**config.mk**
```make
export PLATFORM = sky130hd
export DESIGN_NAME = json_unescape_to_hex_utf8_top
export DESIGN_NICKNAME = d
export VERILOG_FILES = /design/src/jsu_pkg.sv /design/src/jsu_parser.sv /design/src/jsu_emitter.sv /design/src/json_unescape_to_hex_utf8_top.sv
export SDC_FILE = /design/constraint.sdc
export NUM_CORES = 1
export LEC_CHECK = 0
export BUFFER_PORTS_ARGS = -buffer_cell sky130_fd_sc_hd__buf_2
export CAP_MARGIN = 20
export CORE_AREA = 3 3 116 118
export DETAILED_ROUTE_END_ITERATION = 8
export DIE_AREA = 0 0 119 121
export PLACE_DENSITY = 0.73
export SLEW_MARGIN = 20
export SYNTH_ARGS = -nofsm -noshare
export SYNTH_HDL_FRONTEND = slang
export SYNTH_SLANG_ARGS = --single-unit
```
**constraint.sdc**
```tcl
create_clock -name clk -period 8.4 [get_ports clk]
set_input_delay 2.52 -clock clk [delete_from_list [all_inputs] [get_ports clk]]
set_output_delay 2.52 -clock clk [all_outputs]
set_load 0.05 [all_outputs]
```
**src/jsu_pkg.sv**
```systemverilog
`timescale 1ns / 1ps
// Shared types, character codes and helpers for the JSON string unescaper.
// No dependencies; imported by every module of the block.
package jsu_pkg;

    localparam int RUN_MAX = 12;   // most output bytes one input byte can cause
    localparam int CNT_W   = 4;    // holds 0..RUN_MAX

    localparam logic [7:0] CH_QUOTE  = 8'h22;
    localparam logic [7:0] CH_SLASH  = 8'h2F;
    localparam logic [7:0] CH_BSLASH = 8'h5C;
    localparam logic [7:0] CH_TILDE  = 8'h7E;
    localparam logic [7:0] CH_QMARK  = 8'h3F;
    localparam logic [7:0] CH_TAB    = 8'h09;
    localparam logic [7:0] CH_UPPER_A = 8'h41;
    localparam logic [7:0] CH_LOW_B  = 8'h62;
    localparam logic [7:0] CH_LOW_F  = 8'h66;
    localparam logic [7:0] CH_LOW_N  = 8'h6E;
    localparam logic [7:0] CH_LOW_R  = 8'h72;
    localparam logic [7:0] CH_LOW_T  = 8'h74;
    localparam logic [7:0] CH_LOW_U  = 8'h75;

    localparam logic [7:0] CTL_BS = 8'h08;
    localparam logic [7:0] CTL_FF = 8'h0C;
    localparam logic [7:0] CTL_LF = 8'h0A;
    localparam logic [7:0] CTL_CR = 8'h0D;

    localparam logic [5:0] SURR_HIGH_TAG = 6'b110110;   // 0xD800 under mask 0xFC00

    localparam logic [127:0] HEX_TEXT = "0123456789ABCDEF";

    typedef enum logic [2:0] {
        PH_IDLE    = 3'd0,
        PH_ESC     = 3'd1,
        PH_HEX1    = 3'd2,
        PH_WANT_BS = 3'd3,
        PH_WANT_U  = 3'd4,
        PH_HEX2    = 3'd5
    } phase_t;

    // Output bytes caused by one input byte, first byte in data[0].
    typedef struct packed {
        logic [RUN_MAX-1:0][7:0] data;
        logic [CNT_W-1:0]        count;
        logic                    eos;
    } run_t;

    function automatic logic [7:0] hex_char(input logic [3:0] n);
        return HEX_TEXT[{~n, 3'b000} +: 8];
    endfunction

endpackage

```
**src/jsu_parser.sv**
```systemverilog
`timescale 1ns / 1ps
// Escape-sequence state machine: decodes one input word per advance cycle into
// a run of output bytes and updates the escape state. Depends on jsu_pkg.
module jsu_parser
    import jsu_pkg::*;
(
    input  logic       clk,
    input  logic       rst_n,
    input  logic       advance,
    input  logic [7:0] in_byte,
    input  logic       end_of_string,
    output run_t       run,
    output phase_t     phase
);

    phase_t      phase_reg, phase_raw;
    logic [1:0]  seen_reg, seen_raw;
    logic [15:0] acc_reg, acc_raw;
    logic [9:0]  hs_reg, hs_next;

    logic [3:0]  nib;
    logic [15:0] acc_shift;
    logic        group_done;
    logic        is_high_surr;
    logic [20:0] cp;
    logic [3:0][7:0] u8;
    logic [2:0]  u8_len;
    run_t        utf8_run;
    run_t        base_run;

    function automatic run_t hex_run(input logic [7:0] v, input logic eos);
        run_t r;
        r       = '0;
        r.data[0] = CH_TILDE;
        r.data[1] = hex_char(v[7:4]);
        r.data[2] = hex_char(v[3:0]);
        r.count = CNT_W'(3);
        r.eos   = eos;
        return r;
    endfunction

    function automatic run_t byte_run(input logic [7:0] v, input logic eos);
        run_t r;
        r         = '0;
        r.data[0] = v;
        r.count   = CNT_W'(1);
        r.eos     = eos;
        return r;
    endfunction

    // Hex digits are not checked: letters fold onto ten and up
    assign nib          = (in_byte >= CH_UPPER_A) ? (in_byte[3:0] - 4'd7) : in_byte[3:0];
    assign acc_shift    = {acc_reg[11:0], nib};
    assign group_done   = (seen_reg == 2'd3);
    assign is_high_surr = (acc_shift[15:10] == SURR_HIGH_TAG);
    assign cp = (phase_reg == PH_HEX2)
              ? (21'h10000 + {1'b0, hs_reg, 10'd0} + {11'd0, acc_shift[9:0]})
              : {5'd0, acc_shift};

    // UTF-8 bytes of the finished code point
    always_comb
    begin
        u8 = '0;
        if (cp < 21'h80)
        begin
            u8[0]  = cp[7:0];
            u8_len = 3'd1;
        end
        else if (cp < 21'h800)
        begin
            u8[0]  = {3'b110, cp[10:6]};
            u8[1]  = {2'b10, cp[5:0]};
            u8_len = 3'd2;
        end
        else if (cp < 21'h10000)
        begin
            u8[0]  = {4'b1110, cp[15:12]};
            u8[1]  = {2'b10, cp[11:6]};
            u8[2]  = {2'b10, cp[5:0]};
            u8_len = 3'd3;
        end
        else
        begin
            u8[0]  = {5'b11110, cp[20:18]};
            u8[1]  = {2'b10, cp[17:12]};
            u8[2]  = {2'b10, cp[11:6]};
            u8[3]  = {2'b10, cp[5:0]};
            u8_len = 3'd4;
        end
    end

    always_comb
    begin
        utf8_run = '0;
        for (int i = 0; i < 4; i++)
        begin
            utf8_run.data[3*i]   = CH_TILDE;
            utf8_run.data[3*i+1] = hex_char(u8[i][7:4]);
            utf8_run.data[3*i+2] = hex_char(u8[i][3:0]);
        end
        utf8_run.count = {1'b0, u8_len} + {u8_len, 1'b0};
        utf8_run.eos   = end_of_string;
    end

    // Next state, before the end-of-string override
    always_comb
    begin
        phase_raw = phase_reg;
        seen_raw  = seen_reg;
        acc_raw   = acc_reg;
        hs_next   = hs_reg;
        case (phase_reg)
            PH_ESC:
            begin
                if (in_byte == CH_LOW_U)
                begin
                    phase_raw = PH_HEX1;
                    seen_raw  = 2'd0;
                    acc_raw   = 16'd0;
                end
                else
                begin
                    phase_raw = PH_IDLE;
                end
            end
            PH_HEX1, PH_HEX2:
            begin
                acc_raw = acc_shift;
                if (!group_done)
                begin
                    seen_raw = seen_reg + 2'd1;
                end
                else
                begin
                    seen_raw = 2'd0;
                    if (phase_reg == PH_HEX1 && is_high_surr)
                    begin
                        hs_next   = acc_shift[9:0];
                        phase_raw = PH_WANT_BS;
                    end
                    else
                    begin
                        phase_raw = PH_IDLE;
                    end
                end
            end
            PH_WANT_BS:
            begin
                phase_raw = (in_byte == CH_BSLASH) ? PH_WANT_U : PH_IDLE;
            end
            PH_WANT_U:
            begin
                if (in_byte == CH_LOW_U)
                begin
                    phase_raw = PH_HEX2;
                    seen_raw  = 2'd0;
                    acc_raw   = 16'd0;
                end
                else
                begin
                    // drop the backslash and take this byte from idle
                    phase_raw = (in_byte == CH_BSLASH) ? PH_ESC : PH_IDLE;
                end
            end
            default:
            begin
                phase_raw = (in_byte == CH_BSLASH) ? PH_ESC : PH_IDLE;
            end
        endcase
    end

    // Output run
    always_comb
    begin
        base_run     = '0;
        base_run.eos = end_of_string;
        case (phase_reg)
            PH_ESC:
            begin
                case (in_byte)
                    CH_QUOTE, CH_BSLASH, CH_SLASH: base_run = byte_run(in_byte, end_of_string);
                    CH_LOW_B: base_run = hex_run(CTL_BS, end_of_string);
                    CH_LOW_F: base_run = hex_run(CTL_FF, end_of_string);
                    CH_LOW_N: base_run = hex_run(CTL_LF, end_of_string);
                    CH_LOW_R: base_run = hex_run(CTL_CR, end_of_string);
                    CH_LOW_T: base_run = byte_run(CH_TAB, end_of_string);
                    CH_LOW_U: base_run = base_run;
                    default:  base_run = byte_run(CH_QMARK, end_of_string);
                endcase
            end
            PH_HEX1, PH_HEX2:
            begin
                if (group_done && (phase_reg == PH_HEX2 || !is_high_surr))
                begin
                    base_run = utf8_run;
                end
            end
            PH_WANT_BS:
            begin
                if (in_byte != CH_BSLASH)
                begin
                    base_run = byte_run(CH_QMARK, end_of_string);
                end
            end
            PH_WANT_U:
            begin
                if (in_byte != CH_LOW_U)
                begin
                    base_run = byte_run(CH_QMARK, end_of_string);
                    if (in_byte != CH_BSLASH)
                    begin
                        base_run.data[1] = in_byte;
                        base_run.count   = CNT_W'(2);
                    end
                end
            end
            default:
            begin
                if (in_byte != CH_BSLASH)
                begin
                    base_run = byte_run(in_byte, end_of_string);
                end
            end
        endcase
    end

    // An escape left open at the end of the string adds one '?'; the run
    // holds at most one byte in that case.
    always_comb
    begin
        run = base_run;
        if (end_of_string && phase_raw != PH_IDLE)
        begin
            if (base_run.count == '0)
            begin
                run.data[0] = CH_QMARK;
                run.count   = CNT_W'(1);
            end
            else
            begin
                run.data[1] = CH_QMARK;
                run.count   = CNT_W'(2);
            end
        end
    end

    always_ff @(posedge clk or negedge rst_n)
    begin
        if (!rst_n)
        begin
            phase_reg <= PH_IDLE;
            seen_reg  <= 2'd0;
            acc_reg   <= 16'd0;
            hs_reg    <= 10'd0;
        end
        else if (advance)
        begin
            hs_reg <= hs_next;
            if (end_of_string && phase_raw != PH_IDLE)
            begin
                phase_reg <= PH_IDLE;
                seen_reg  <= 2'd0;
                acc_reg   <= 16'd0;
            end
            else
            begin
                phase_reg <= phase_raw;
                seen_reg  <= seen_raw;
                acc_reg   <= acc_raw;
            end
        end
    end

    assign phase = phase_reg;

endmodule

```
**src/jsu_emitter.sv**
```systemverilog
`timescale 1ns / 1ps
// Run buffer and output register: drains one decoded run onto the output channel
// a byte per cycle while the output is not stalled. Depends on jsu_pkg.
module jsu_emitter
    import jsu_pkg::*;
(
    input  logic       clk,
    input  logic       rst_n,
    input  run_t       run,
    input  logic       load,
    output logic       take,
    output logic       out_valid,
    input  logic       out_stall,
    output logic [7:0] out_byte,
    output logic       last_of_run,
    output logic       string_end
);

    logic [RUN_MAX-1:0][7:0] data_reg, data_shift;
    logic [CNT_W-1:0]        cnt_reg;
    logic                    eos_reg;
    logic                    valid_reg;
    logic [7:0]              byte_reg;
    logic                    last_reg;
    logic                    end_reg;
    logic                    out_load;
    logic                    run_final;

    assign run_final = (cnt_reg == CNT_W'(1));
    assign out_load  = (cnt_reg != '0) && (!valid_reg || !out_stall);
    // Free for a new run when empty or when its final byte leaves this cycle
    assign take      = (cnt_reg == '0) || (out_load && run_final);

    always_comb
    begin
        for (int i = 0; i < RUN_MAX; i++)
        begin
            data_shift[i] = (i < RUN_MAX - 1) ? data_reg[(i + 1) % RUN_MAX] : 8'd0;
        end
    end

    always_ff @(posedge clk or negedge rst_n)
    begin
        if (!rst_n)
        begin
            cnt_reg   <= '0;
            valid_reg <= 1'b0;
        end
        else
        begin
            if (load)
            begin
                cnt_reg <= run.count;
            end
            else if (out_load)
            begin
                cnt_reg <= cnt_reg - CNT_W'(1);
            end

            if (out_load)
            begin
                valid_reg <= 1'b1;
            end
            else if (valid_reg && !out_stall)
            begin
                valid_reg <= 1'b0;
            end
        end
    end

    always_ff @(posedge clk)
    begin
        if (load)
        begin
            data_reg <= run.data;
            eos_reg  <= run.eos;
        end
        else if (out_load)
        begin
            data_reg <= data_shift;
        end

        if (out_load)
        begin
            byte_reg <= data_reg[0];
            last_reg <= run_final;
            end_reg  <= run_final && eos_reg;
        end
    end

    assign out_valid   = valid_reg;
    assign out_byte    = byte_reg;
    assign last_of_run = last_reg;
    assign string_end  = end_reg;

endmodule

```
**src/json_unescape_to_hex_utf8_top.sv**
```systemverilog
`timescale 1ns / 1ps
// JSON string unescaper, top level: escape parser feeding the output emitter.
// Depends on jsu_pkg, jsu_parser and jsu_emitter.
//
// Feed the body of a JSON string a byte per word, with end_of_string on the
// final byte. Plain bytes pass through; simple escapes give their character,
// \b \f \n \r and \u code points come out as UTF-8 bytes written "~HH" in
// upper-case hex. Plain text streams at a byte per cycle while the output is
// not stalled. A byte that yields N output bytes (up to 12 for a surrogate
// pair) holds in_stall until the last byte of its run moves to the output
// register: the decoded run drains through the single output register one
// byte per cycle while the output is not stalled. One run can be taken while
// the previous final byte still waits on a stalled output. An accepted byte
// passes through the run buffer and then the output register. There are no
// configuration registers.
module json_unescape_to_hex_utf8_top
    import jsu_pkg::*;
(
    input  logic       clk,
    input  logic       rst_n,
    input  logic       in_valid,
    output logic       in_stall,
    input  logic [7:0] in_byte,
    input  logic       end_of_string,
    output logic       out_valid,
    input  logic       out_stall,
    output logic [7:0] out_byte,
    output logic       last_of_run,
    output logic       string_end
);

    run_t   run;
    phase_t phase;
    logic   take;
    logic   accept;

    assign in_stall = !take;
    assign accept   = in_valid && take;

    jsu_parser u_parser (
        .clk           (clk),
        .rst_n         (rst_n),
        .advance       (accept),
        .in_byte       (in_byte),
        .end_of_string (end_of_string),
        .run           (run),
        .phase         (phase)
    );

    jsu_emitter u_emitter (
        .clk         (clk),
        .rst_n       (rst_n),
        .run         (run),
        .load        (accept),
        .take        (take),
        .out_valid   (out_valid),
        .out_stall   (out_stall),
        .out_byte    (out_byte),
        .last_of_run (last_of_run),
        .string_end  (string_end)
    );

`ifndef SYNTHESIS
    a_eos_idle : assert property (@(posedge clk) disable iff (!rst_n)
        accept && end_of_string |=> phase == PH_IDLE)
        else $error("escape still open after end of string");

    a_eos_output : assert property (@(posedge clk) disable iff (!rst_n)
        accept && end_of_string |-> run.count != '0)
        else $error("end of string produced no output word");

    a_run_bound : assert property (@(posedge clk) disable iff (!rst_n)
        in_valid |-> run.count <= CNT_W'(RUN_MAX))
        else $error("run longer than buffer");

    a_long_run_stall : assert property (@(posedge clk) disable iff (!rst_n)
        accept && run.count > CNT_W'(1) |=> in_stall)
        else $error("input taken while a multi-byte run drains");
`endif

endmodule

```
# --- Yosys cells after proc, flatten, opt, wreduce, memory -nomap -nowiden ---
# Index checks and enable logic that the tools add are counted.
op_classes:
  add_sub_neg: 6
  n_lt_le_gt_ge: 4
  n_eq_ne: 20
  n_shift: 8
  muxes: 44
  bitwise_logic: 8
  n_reduce_logical: 27
op_table:
  columns: ["operator", "count"]
  rows:
  - ["$shiftx 128x8->8 const A", 8]
  - ["$pmux 101 s4", 1]
  - ["$pmux 28 s7", 1]
  - ["$mux 96", 2]
  - ["$mux 101", 1]
  - ["$eq 8x7->1 const B", 7]
  - ["$mux 21", 2]
  - ["$mux 8", 5]
  - ["$mux 16", 2]
  - ["$not 4->4", 8]
  - ["$mux 12", 2]
  - ["$mux 24", 1]
  - ["$pmux 12 s2", 1]
  - ["$mux 22", 1]
  - ["$add 17x20->21 const A", 1]
  - ["$add 21x10->21", 1]
  - ["$lt 21x12->1 const B", 1]
  - ["$lt 21x17->1 const B", 1]
  - ["$lt 21x8->1 const B", 1]
  - ["$mux 3", 7]
  - ["$mux 20", 1]
  - ["$eq 8x6->1 const B", 2]
  - ["$ne 8x7->1 const B", 2]
  - ["$mux 2", 7]
  - ["29 further kinds", 51]
word_totals:
  ff_bits: 139
  input_bits: 13
  output_inout_bits: 12
  word_cells: 139

# --- Logic depth before layout (Yosys ltp) ---
# Gate-level depths: netlist of the first run.
logic_depth:
  ltp_word: 16
  mapped_depth: 14
  depth_no_buf: 13

# --- Hierarchy ---
# Synthesis of the first run repeated with hierarchy kept, for this count alone.
unflattened:
  hier_cells: 780
  area_unflattened_um2: 8615.8
by_module_without_submodules:
  columns: ["module", "instances", "cells_per_inst", "area_per_inst_um2", "seq_area_each_um2"]
  rows:
  - ["jsu_emitter", 1, 253, 4655.7, 3338.2]
  - ["jsu_parser", 1, 525, 3950.0, 675.6]
  - ["json_unescape_to_hex_utf8_top", 1, 2, 10.0, 0.0]

# --- Worst setup path before layout of the first run ---
# OpenSTA, ideal clock, no wires.
synth_path:
  path_kind: "in2out"
  startpoint: "in out_stall"
  endpoint: "out in_stall"
  t_arrival_ns: 3.849
  required_ns: 5.880
  path_slack_ns: 2.031
  stages: 3
  path_buffers: 0
  cell_sequence: "nand2_1 -> and2_1 -> o21ai_0"
synth_between:
  elab_chain_len: 6
synth_lines:
  columns: ["item", "line", "source"]
  rows:
  - ["start: declaration", "json_unescape_to_hex_utf8_top.sv:26", "input logic out_stall,"]
  - ["$logic_not 1->1", "jsu_emitter.sv:30", "assign out_load = (cnt_reg != '0) && (!valid_reg || !out_stall);"]
  - ["$logic_or 1x1->1", "jsu_emitter.sv:30", null]
  - ["$logic_and 1x1->1", "jsu_emitter.sv:30", null]
  - ["$logic_and 1x1->1", "jsu_emitter.sv:32", "assign take = (cnt_reg == '0) || (out_load && run_final);"]
  - ["$logic_or 1x1->1", "jsu_emitter.sv:32", null]
  - ["$logic_not 1->1", "json_unescape_to_hex_utf8_top.sv:37", "assign in_stall = !take;"]
  - ["end: declaration", "json_unescape_to_hex_utf8_top.sv:22", "output logic in_stall,"]
# No other way between the ends.

# --- Final worst setup path of the first run ---
# Ends and elaborated chain as after synthesis.

==> flow_summary.yaml, run 1 <==
critical_path:
  crit_type: "input pin to primary output"
  path_delay_family: "buffers and inverters"
  cp.required_ns: 5.88
  cp.arrival_ns: 3.24
  cp-end-kind: "primary output"
  crit_path_max_fanout: 3
  critPathMostFrequentCell: "buf_2"
  crit_buf_inv: 2
  r2r_slack_ns: 3.76
  ff2ff_path_depth: 9
  regToRegEndpoint: "u_emitter.data_reg[10]$_DFFE_PP_"
  reg2reg_from: "u_parser.phase[0]$_DFFE_PN0P_"
  critPathLaunchType: "input pin"
  path_cells: "buf_2 > nand2_1 > and2_1 > o21ai_0 > buf_2"
  max_stage_delay_ns: 0.28
  critical_path.slowest_cell: "buf_2"
layout:
  layout_commonest_cell: "nand2_1"
  largest_reg_flops: 76
  multi_input_area_mm2: 0.003105
  area_delta_synth_final_pct: 11.19
  antenna_cells: 0
  fin_cells: 861
  final_nets: 713
  final_cell_mix: "nand2_1, edfxtp_1, nor2_1, o21ai_0, dfrtp_1"
  layout-drive-gt1-share: 0.1219
  fin_area_mm2: 0.007547
  fillers: 1024
  seq_area_mm2: 0.003413
timing:
  setup_viol: 0
  whs_ns: 0.4184
  setup-tns-final_ns: 0
  finalHoldViolCount: 0
  rsz0062_at_grt: "false"
  post-route-period-util: 0.6862
  finalMaxSlewViolations: 0
  tightest_slew_ns: 1.141
  layout_setup_ws_ns: 2.636
  fmax_mhz: 173.5
  clock_skew_ns: 0.009388
  period_needed_ns: 5.764
  slew_headroom: 0.2368
synth:
  yosysTopAreaCellShare: 0.3849
  synth-seq-cells: 119
  yosys_warnings: 0
  synth_area_leaders: "edfxtp_1, dfrtp_1, nand2_1"
  yosys.cell_types.count: 77
  ys.flop_type: "edfxtp_1"
  synth_area_mm2: 0.006788
  synthCells: 669
  synth_area_leader_cell: "edfxtp_1"
  avgSynthCellArea_um2: 10.15
  async_flop_share: 0.2689
  synth_edf_count: 87
  syn_nets: 706
  synth_seq_area_share: 0.5029
floorplan:
  core-area_mm2: 0.01257
  io-pin-count: 25
  die_h_um: 121
  initial_utilization: 0.5401
  rows: 41
  die_area_mm2: 0.01440
  die_width_um: 119
grt:
  overflow: 0
  grt_pass1_wl_um: 26700
  antenna_found_initial: 0
  grt_max_degree: 82
  track_usage: 0.2376
  grt_pass1_vias: 5106
clock_network:
  root_buffer: "clkbuf_16"
  tritoncts: "built"
  clk_latency_ns: 0.42
  clockBufferDepth: 2
  numCtsBuffers: 17
  holdBufCountCts: 0
  cts_sinks: 119
  htree_levels: 4
  clk_pin_slew_ns: 0.06
  cts_setup_buffers: 0
  post_cts_resized: 0
hold_path:
  whs_endpoint: "u_emitter.out_byte[6]$_DFFE_PP_"
  hold_path_class: "flip-flop to flip-flop"
  holdPathStages: 0
  min_from: "u_emitter.data_reg[6]$_DFFE_PP_"
detailed_routing:
  first_iter_violations: 746
  wl_um: 16550
  drc: 0
  wl_per_cell_um: 19.22
  first_pass_iters: 6
  vias: 5441
  vias_per_cell: 6.319
  ant_nets: 0
pwr:
  p_per_area_mw_per_mm2: 284.3
  worst_ir_drop_vdd_v: 0.0001307
  leakagePower_nw: 3.116
placed_design:
  dpl.hpwl_um: 11430
  placed_cell_area_mm2: 0.006992
  port_buffers: 24
  place_congestion: 0.9493
  dp_slack_ns: 2.624
  place_inst: 829
outcome:
  outcome: "completed"
job:
  drv_cap: 0
## layer usage
layer,global-route usage,wire length (um),vias up
li1,-,-,2528
met1,0.3201,7050,2620
met4,0.1108,473,0
met3,0.05221,1409,43
met2,0.3681,7619,250
met5,0,0,-
## logic make-up (layout without fill, tap and decap cells)
group | count (synthesis) | after routing | synth area share
DFF | 119 | 119 | 0.5029
buffers and inverters | 67 | 87 | 0.04074
muxes | 14 | 14 | 0.02249
AOI/OAI and AO/OA | 192 | 192 | 0.2052
xor gates and xnor gates | 6 | 6 | 0.007742
adders and majority gates | 24 | 24 | 0.04424
and+or+nand+nor | 247 | 247 | 0.1768
## worst max path at each step
stage	start	end	cells past startpoint
6_report	out_stall	in_stall	5
5_1_grt	out_stall	in_stall	5
4_1_cts	out_stall	in_stall	5
3_5_place_dp	out_stall	in_stall	5
3_3_place_gp	out_stall	in_stall	5
2_1_floorplan	out_stall	in_stall	3
## layout make-up
cell class              instances  area share
clock inverters                14     0.01674
repair buffers                 29     0.02089
multi-input cells             483      0.4115
well taps                     172     0.02851
clock buffers                  18     0.05686
flip-flops and latches        119      0.4523
inverters                      26     0.01326
## cells in the mapped netlist, types with 6 or more instances
master / n
and2_1: 12
a22oi_1: 6
a31oi_1: 11
edfxtp_1: 87
nor3_1: 14
a21o_1: 7
dfrtp_1: 32
ha_1: 24
a21oi_1: 30
buf_2: 6
nand2_1: 106
nand3_1: 17
nor2_1: 45
o21ai_0: 35
nor2b_1: 7
mux2_2: 10
clkbuf_1: 28
a22o_1: 27
o211ai_1: 8
inv_1: 24
## power breakdown
part	internal (mW)	leakage, nW	total (mW)	switching (mW)
Combinational	0.154	1.56	0.474	0.320
Clock	0.407	0.261	0.672	0.266
Sequential	0.932	1.29	0.999	0.0669
## stage by stage
step | utilization | power, mW
CTS | 0.6005 | 2.158
global route | 0.6005 | 2.254
floorplan | - | 1.354
global placement | 0.5563 | 1.466
finish | 0.6005 | 2.146
detailed placement | 0.5563 | 1.485
(Power assumes the default switching activity.)
==> run 2: changes to the inputs <==
==> constraint.sdc (replaced) <==
create_clock -name clk -period 6 [get_ports clk]
set_input_delay 1.8 -clock clk [delete_from_list [all_inputs] [get_ports clk]]
set_output_delay 1.8 -clock clk [all_outputs]
set_load 0.05 [all_outputs]
==> run 2 against run 1 <==
Compared with the run above: die area unchanged; clock skew increased by 0.0014 ns; power increased by 41%; critical path depth increased by 4; flip-flop and latch count unchanged; via count decreased by 1.4%; wire length increased by 4.5%; first-iteration DRC count decreased by 32%; largest cell class unchanged.
==> flow_summary.yaml, run 2 (synthesized netlist as in run 1, its figures left out) <==
pwr:
  pwr-share-seq: 0.459
  switching_share: 0.2976
  intPower_mw: 2.128
  power_frac_comb: 0.219
  p_per_area_mw_per_mm2: 400.9
  worst_ir_drop_vdd_v: 0.0002121
  finalPower_mw: 3.029
  netSwitchingPower_uw: 901.4
  p_clk_frac: 0.322
  leakagePower_nw: 3.134
timing:
  finalMaxSlewViolations: 0
  finalHoldViolCount: 0
  whs_ns: 0.4177
  layout_setup_ws_ns: 1.388
  period_needed_ns: 4.612
  tightest_slew_ns: 1.071
  setup_viol: 0
  post-route-period-util: 0.7687
  setup-tns-final_ns: 0
  rsz0062_at_grt: "false"
  clock_skew_ns: 0.01076
  slew_headroom: 0.2836
  fmax_mhz: 216.8
detailed_routing:
  top_layer_used: "met4"
  vias: 5364
  wl_per_cell_um: 20.09
  wl_met3_um: 1014
  vias_per_cell: 6.230
  first_pass_iters: 5
  ant_nets: 0
  first_iter_violations: 511
  drc: 0
  wl_met1_um: 7198
  route.met2.wl_um: 8666
  wl_um: 17300
layout:
  largest_reg_flops: 76
  antenna_cells: 0
  layout_commonest_cell: "nand2_1"
  final_cell_mix: "nand2_1, edfxtp_1, nor2_1, o21ai_0, dfrtp_1"
  layout-drive-gt1-share: 0.1205
  area_delta_synth_final_pct: 11.32
  final_nets: 713
  fillers: 1038
placed_design:
  port_buffers: 24
  place_congestion: 0.8986
  dpl.hpwl_um: 11930
  dp_slack_ns: 1.183
floorplan:
  rows: 41
  die_h_um: 121
  core-area_mm2: 0.01257
  initial_utilization: 0.5401
  io-pin-count: 25
  die_area_mm2: 0.01440
  die_width_um: 119
grt:
  grt_pass1_wl_um: 28170
  antenna_found_initial: 0
  grt_max_degree: 84
  track_usage: 0.2511
  grt_pass1_vias: 5390
  overflow: 0
critical_path:
  critical_path.slowest_cell: "nor2_1"
  crit_end: "u_emitter.data_reg[10]$_DFFE_PP_"
  ff2ff_path_depth: 9
  path_cells: "and3b_1 > a41oi_2 > nor2_1 > inv_1 > ha_1 > nand3b_1 > a21o_1 > a222oi_1 > o21ai_0"
  reg2reg_from: "u_parser.phase[0]$_DFFE_PN0P_"
  cp-startpoint: "u_parser.phase[0]$_DFFE_PN0P_"
  r2r_slack_ns: 1.39
  critPathLaunchType: "flip-flop"
  crit_path_max_fanout: 20
  crit_type: "flip-flop to flip-flop"
  cp.required_ns: 6.13
  max_stage_delay_ns: 0.80
  regToRegEndpoint: "u_emitter.data_reg[10]$_DFFE_PP_"
  cp-end-kind: "flip-flop"
  cp.arrival_ns: 4.74
clock_network:
  post_cts_resized: 0
  cts_sinks: 119
  cts_setup_buffers: 0
  holdBufCountCts: 0
  numCtsBuffers: 17
  clk_latency_ns: 0.42
  clk_pin_slew_ns: 0.05
  tritoncts: "built"
  root_buffer: "clkbuf_16"
  htree_levels: 4
  clockBufferDepth: 2
job:
  drv_cap: 0
hold_path:
  hold_path_class: "flip-flop to flip-flop"
  holdPathStages: 0
outcome:
  outcome: "completed"
[run 2: cell types whose count changed in the layout (fill, tap and decap cells not counted)]
cell	before	now
clkinv_2	2	5
clkbuf_1	1	2
clkinvlp_4	4	1
inv_6	3	1
bufinv_16	1	2
[run 2: metrics by stage]
stage | util | instances | instance area (um^2)
floorplan | - | 669 | 6788
global placement | 0.5563 | 829 | 6992
finish | 0.6012 | 861 | 7556
global route | 0.6012 | 861 | 7556
detailed placement | 0.5563 | 829 | 6992
CTS | 0.6012 | 861 | 7556
[run 2: worst max-delay path, delay by kind of cell, from the launching register on]
kind	cells	cell delay (ns)
and+or+nand+nor	3	1.69
AOI/OAI and AO/OA	4	1.25
DFF	1	0.72
adders and majority gates	1	0.40
buffers and inverters	1	0.25
[run 2: power by group through the flow]
stage / logic (mW) / clock network (mW) / registers, mW
after floorplan: 0.417 / 0 / 1.48
after global placement: 0.642 / 0 / 1.39
after detailed placement: 0.666 / 0 / 1.41
after CTS: 0.669 / 0.993 / 1.39
after global routing: 0.743 / 1.02 / 1.42
final: 0.664 / 0.975 / 1.39
[run 2: metal layers]
layer  global-route usage  up-vias
li1                     -     2515
met1               0.3129     2630
met2               0.4309      183
met3              0.04196       36
met4               0.1101        0
met5                    0        -
[run 2: area by class of cell]
cell class,instances,area (um^2),share of cell area
Clock buffer,19,432.9,0.05729
Clock inverter,13,131.4,0.01739
Inverter,26,100.1,0.01325
Multi-Input combinational cell,483,3105,0.4110
Sequential cell,119,3413,0.4517
Tap cell,172,215.2,0.02848
Timing Repair Buffer,29,157.7,0.02086
[run 2: worst min-delay path by stage]
stage | startpoint | endpoint | slack [ns]
2_1_floorplan | u_emitter.data_reg[0]$_DFFE_PP_ | u_emitter.out_byte[0]$_DFFE_PP_ | 0.40
3_3_place_gp | u_emitter.data_reg[6]$_DFFE_PP_ | u_emitter.out_byte[6]$_DFFE_PP_ | 0.40
3_5_place_dp | u_emitter.data_reg[3]$_DFFE_PP_ | u_emitter.out_byte[3]$_DFFE_PP_ | 0.40
4_1_cts | u_emitter.data_reg[6]$_DFFE_PP_ | u_emitter.out_byte[6]$_DFFE_PP_ | 0.42
5_1_grt | u_emitter.data_reg[6]$_DFFE_PP_ | u_emitter.out_byte[6]$_DFFE_PP_ | 0.42
6_report | u_emitter.data_reg[6]$_DFFE_PP_ | u_emitter.out_byte[6]$_DFFE_PP_ | 0.42
==> run 3: changes to the inputs <==
--- a/config.mk
+++ b/config.mk
@@ -10,7 +10,7 @@
 export CORE_AREA = 3 3 116 118
 export DETAILED_ROUTE_END_ITERATION = 8
 export DIE_AREA = 0 0 119 121
-export PLACE_DENSITY = 0.73
+export PLACE_DENSITY = 0.75
 export SLEW_MARGIN = 20
 export SYNTH_ARGS = -nofsm -noshare
 export SYNTH_HDL_FRONTEND = slang
==> constraint.sdc (replaced) <==
create_clock -name clk -period 4.2 [get_ports clk]
set_input_delay 1.26 -clock clk [delete_from_list [all_inputs] [get_ports clk]]
set_output_delay 1.26 -clock clk [all_outputs]
set_load 0.05 [all_outputs]
==> run 3 against run 2 <==
Compared with the run above: register-to-register slack got worse by 0.54 ns; sequential power rose by 43%; non-clock buffer count rose by 19; clock skew fell by 0.0015 ns; flip-flop and latch count did not move; largest power group unchanged; highest routed layer unchanged.
==> flow_summary.yaml, run 3 (synthesized netlist as in run 1, its figures left out) <==
critical_path:
  reg2reg_from: "u_parser.hs_reg[6]$_DFFE_PN0P_"
  r2r_slack_ns: 0.85
  crit_path_max_fanout: 7
  cp.required_ns: 4.38
  cp.arrival_ns: 3.98
  path_cells: "buf_2 > inv_1 > ha_1 > nor3b_1 > a21o_1 > mux2_2 > a21oi_1 > nor2_1 > inv_1 > ha_1 > mux2i_1 > mux2i_1 > a22o_1"
  crit_type: "input pin to flip-flop"
  path_delay_family: "simple AND/OR/NAND/NOR gates"
  critPathLaunchType: "input pin"
  crit_buf_inv: 3
  critical_path.slowest_cell: "nor2_1"
  cp-end-kind: "flip-flop"
  max_stage_delay_ns: 0.37
  regToRegEndpoint: "u_emitter.data_reg[10]$_DFFE_PP_"
  ff2ff_path_depth: 10
timing:
  fmax_mhz: 263.1
  slew_headroom: 0.3340
  rsz0062_at_grt: "false"
  setup-tns-final_ns: 0
  period_needed_ns: 3.801
  setup_viol: 0
  tightest_slew_ns: 0.9990
  clock_skew_ns: 0.009293
  finalMaxSlewViolations: 0
  post-route-period-util: 0.9050
  finalHoldViolCount: 0
detailed_routing:
  ant_nets: 0
  top_layer_used: "met4"
  wl_per_cell_um: 19.99
  first_pass_iters: 5
  route.met2.wl_um: 8772
  wl_met3_um: 1144
  wl_met1_um: 7265
  vias_per_cell: 6.265
  first_iter_violations: 565
  vias: 5513
  wl_um: 17590
  drc: 0
clock_network:
  htree_levels: 4
  holdBufCountCts: 0
  tritoncts: "built"
  cts_setup_buffers: 0
  numCtsBuffers: 17
  clockBufferDepth: 2
  cts_sinks: 119
  clk_pin_slew_ns: 0.06
  clk_latency_ns: 0.42
  root_buffer: "clkbuf_16"
  post_cts_resized: 0
layout:
  fin_area_mm2: 0.007760
  fin_cells: 880
  largest_reg_flops: 76
  fillers: 1012
  final_cell_mix: "nand2_1, edfxtp_1, nor2_1, o21ai_0, dfrtp_1"
  utilization: 0.6174
  antenna_cells: 0
  area_delta_synth_final_pct: 14.32
  layout-drive-gt1-share: 0.1455
  final_nets: 732
  layout_commonest_cell: "nand2_1"
grt:
  grt_pass1_wl_um: 28720
  grt_pass1_vias: 5418
  grt_max_degree: 77
  track_usage: 0.2560
  overflow: 0
  antenna_found_initial: 0
floorplan:
  initial_utilization: 0.5401
  rows: 41
  die_area_mm2: 0.01440
  die_h_um: 121
  die_width_um: 119
  io-pin-count: 25
  core-area_mm2: 0.01257
outcome:
  outcome: "completed"
pwr:
  p_per_area_mw_per_mm2: 579.8
  worst_ir_drop_vdd_v: 0.0002664
  leakagePower_nw: 3.250
  finalPower_mw: 4.499
hold_path:
  whs_endpoint: "u_emitter.out_byte[2]$_DFFE_PP_"
  min_from: "u_emitter.data_reg[2]$_DFFE_PP_"
  holdPathStages: 0
  hold_path_class: "flip-flop to flip-flop"
placed_design:
  place_congestion: 0.9692
  place_inst: 848
  placed_cell_area_mm2: 0.007134
  port_buffers: 24
  dpl.hpwl_um: 12020
job:
  drv_cap: 0
run 3: cell count changes in the layout (fill, tap and decap cells not counted), sizes merged:
cell	delta
clkinv	-4
clkinvlp	+1
buf	+19
bufinv	+2
inv	+3
clkbuf	-2
run 3: how the worst max path moves through the flow:
stage	startpoint	endpoint	slack [ns]	cells after the start
CTS	in_byte[0]	u_emitter.data_reg[40]$_DFFE_PP_	0.49	13
finish	in_byte[0]	u_emitter.data_reg[40]$_DFFE_PP_	0.40	13
detailed placement	in_byte[0]	u_emitter.data_reg[40]$_DFFE_PP_	0.05	13
floorplan	out_stall	u_emitter.data_reg[0]$_DFFE_PP_	0.20	7
global placement	in_byte[0]	u_emitter.data_reg[40]$_DFFE_PP_	0.27	13
global route	in_byte[0]	u_emitter.data_reg[40]$_DFFE_PP_	0.20	13
run 3: per-stage QoR:
step	hold slack, ns	worst slack, ns
floorplan	0.4003	0.1972
global placement	0.4026	0.2692
detailed placement	0.4065	0.05360
CTS	0.4181	0.4897
global route	0.4174	0.2008
finish	0.4193	0.3989
run 3: final cells by class:
cell class / instances / area, um^2 / area share
clock inverters: 15 / 200.2 / 0.02580
clock buffers: 17 / 425.4 / 0.05482
repair buffers: 48 / 300.3 / 0.03870
multi-input cells: 483 / 3105 / 0.4002
inverters: 26 / 100.1 / 0.01290
well taps: 172 / 215.2 / 0.02773
flip-flops and latches: 119 / 3413 / 0.4399
run 3: metal layers:
layer | global-route usage | vias to the layer above
met3 | 0.06154 | 37
met5 | 0 | -
met4 | 0.1007 | 0
met1 | 0.3200 | 2683
met2 | 0.4302 | 233
li1 | - | 2560
run 3: where the power goes:
part / leakage, nW / switching, mW / internal, mW
Clock: 0.300 / 0.547 / 0.995
Combinational: 1.66 / 0.656 / 0.315
Sequential: 1.29 / 0.123 / 1.86
Total: 3.25 / 1.33 / 3.17
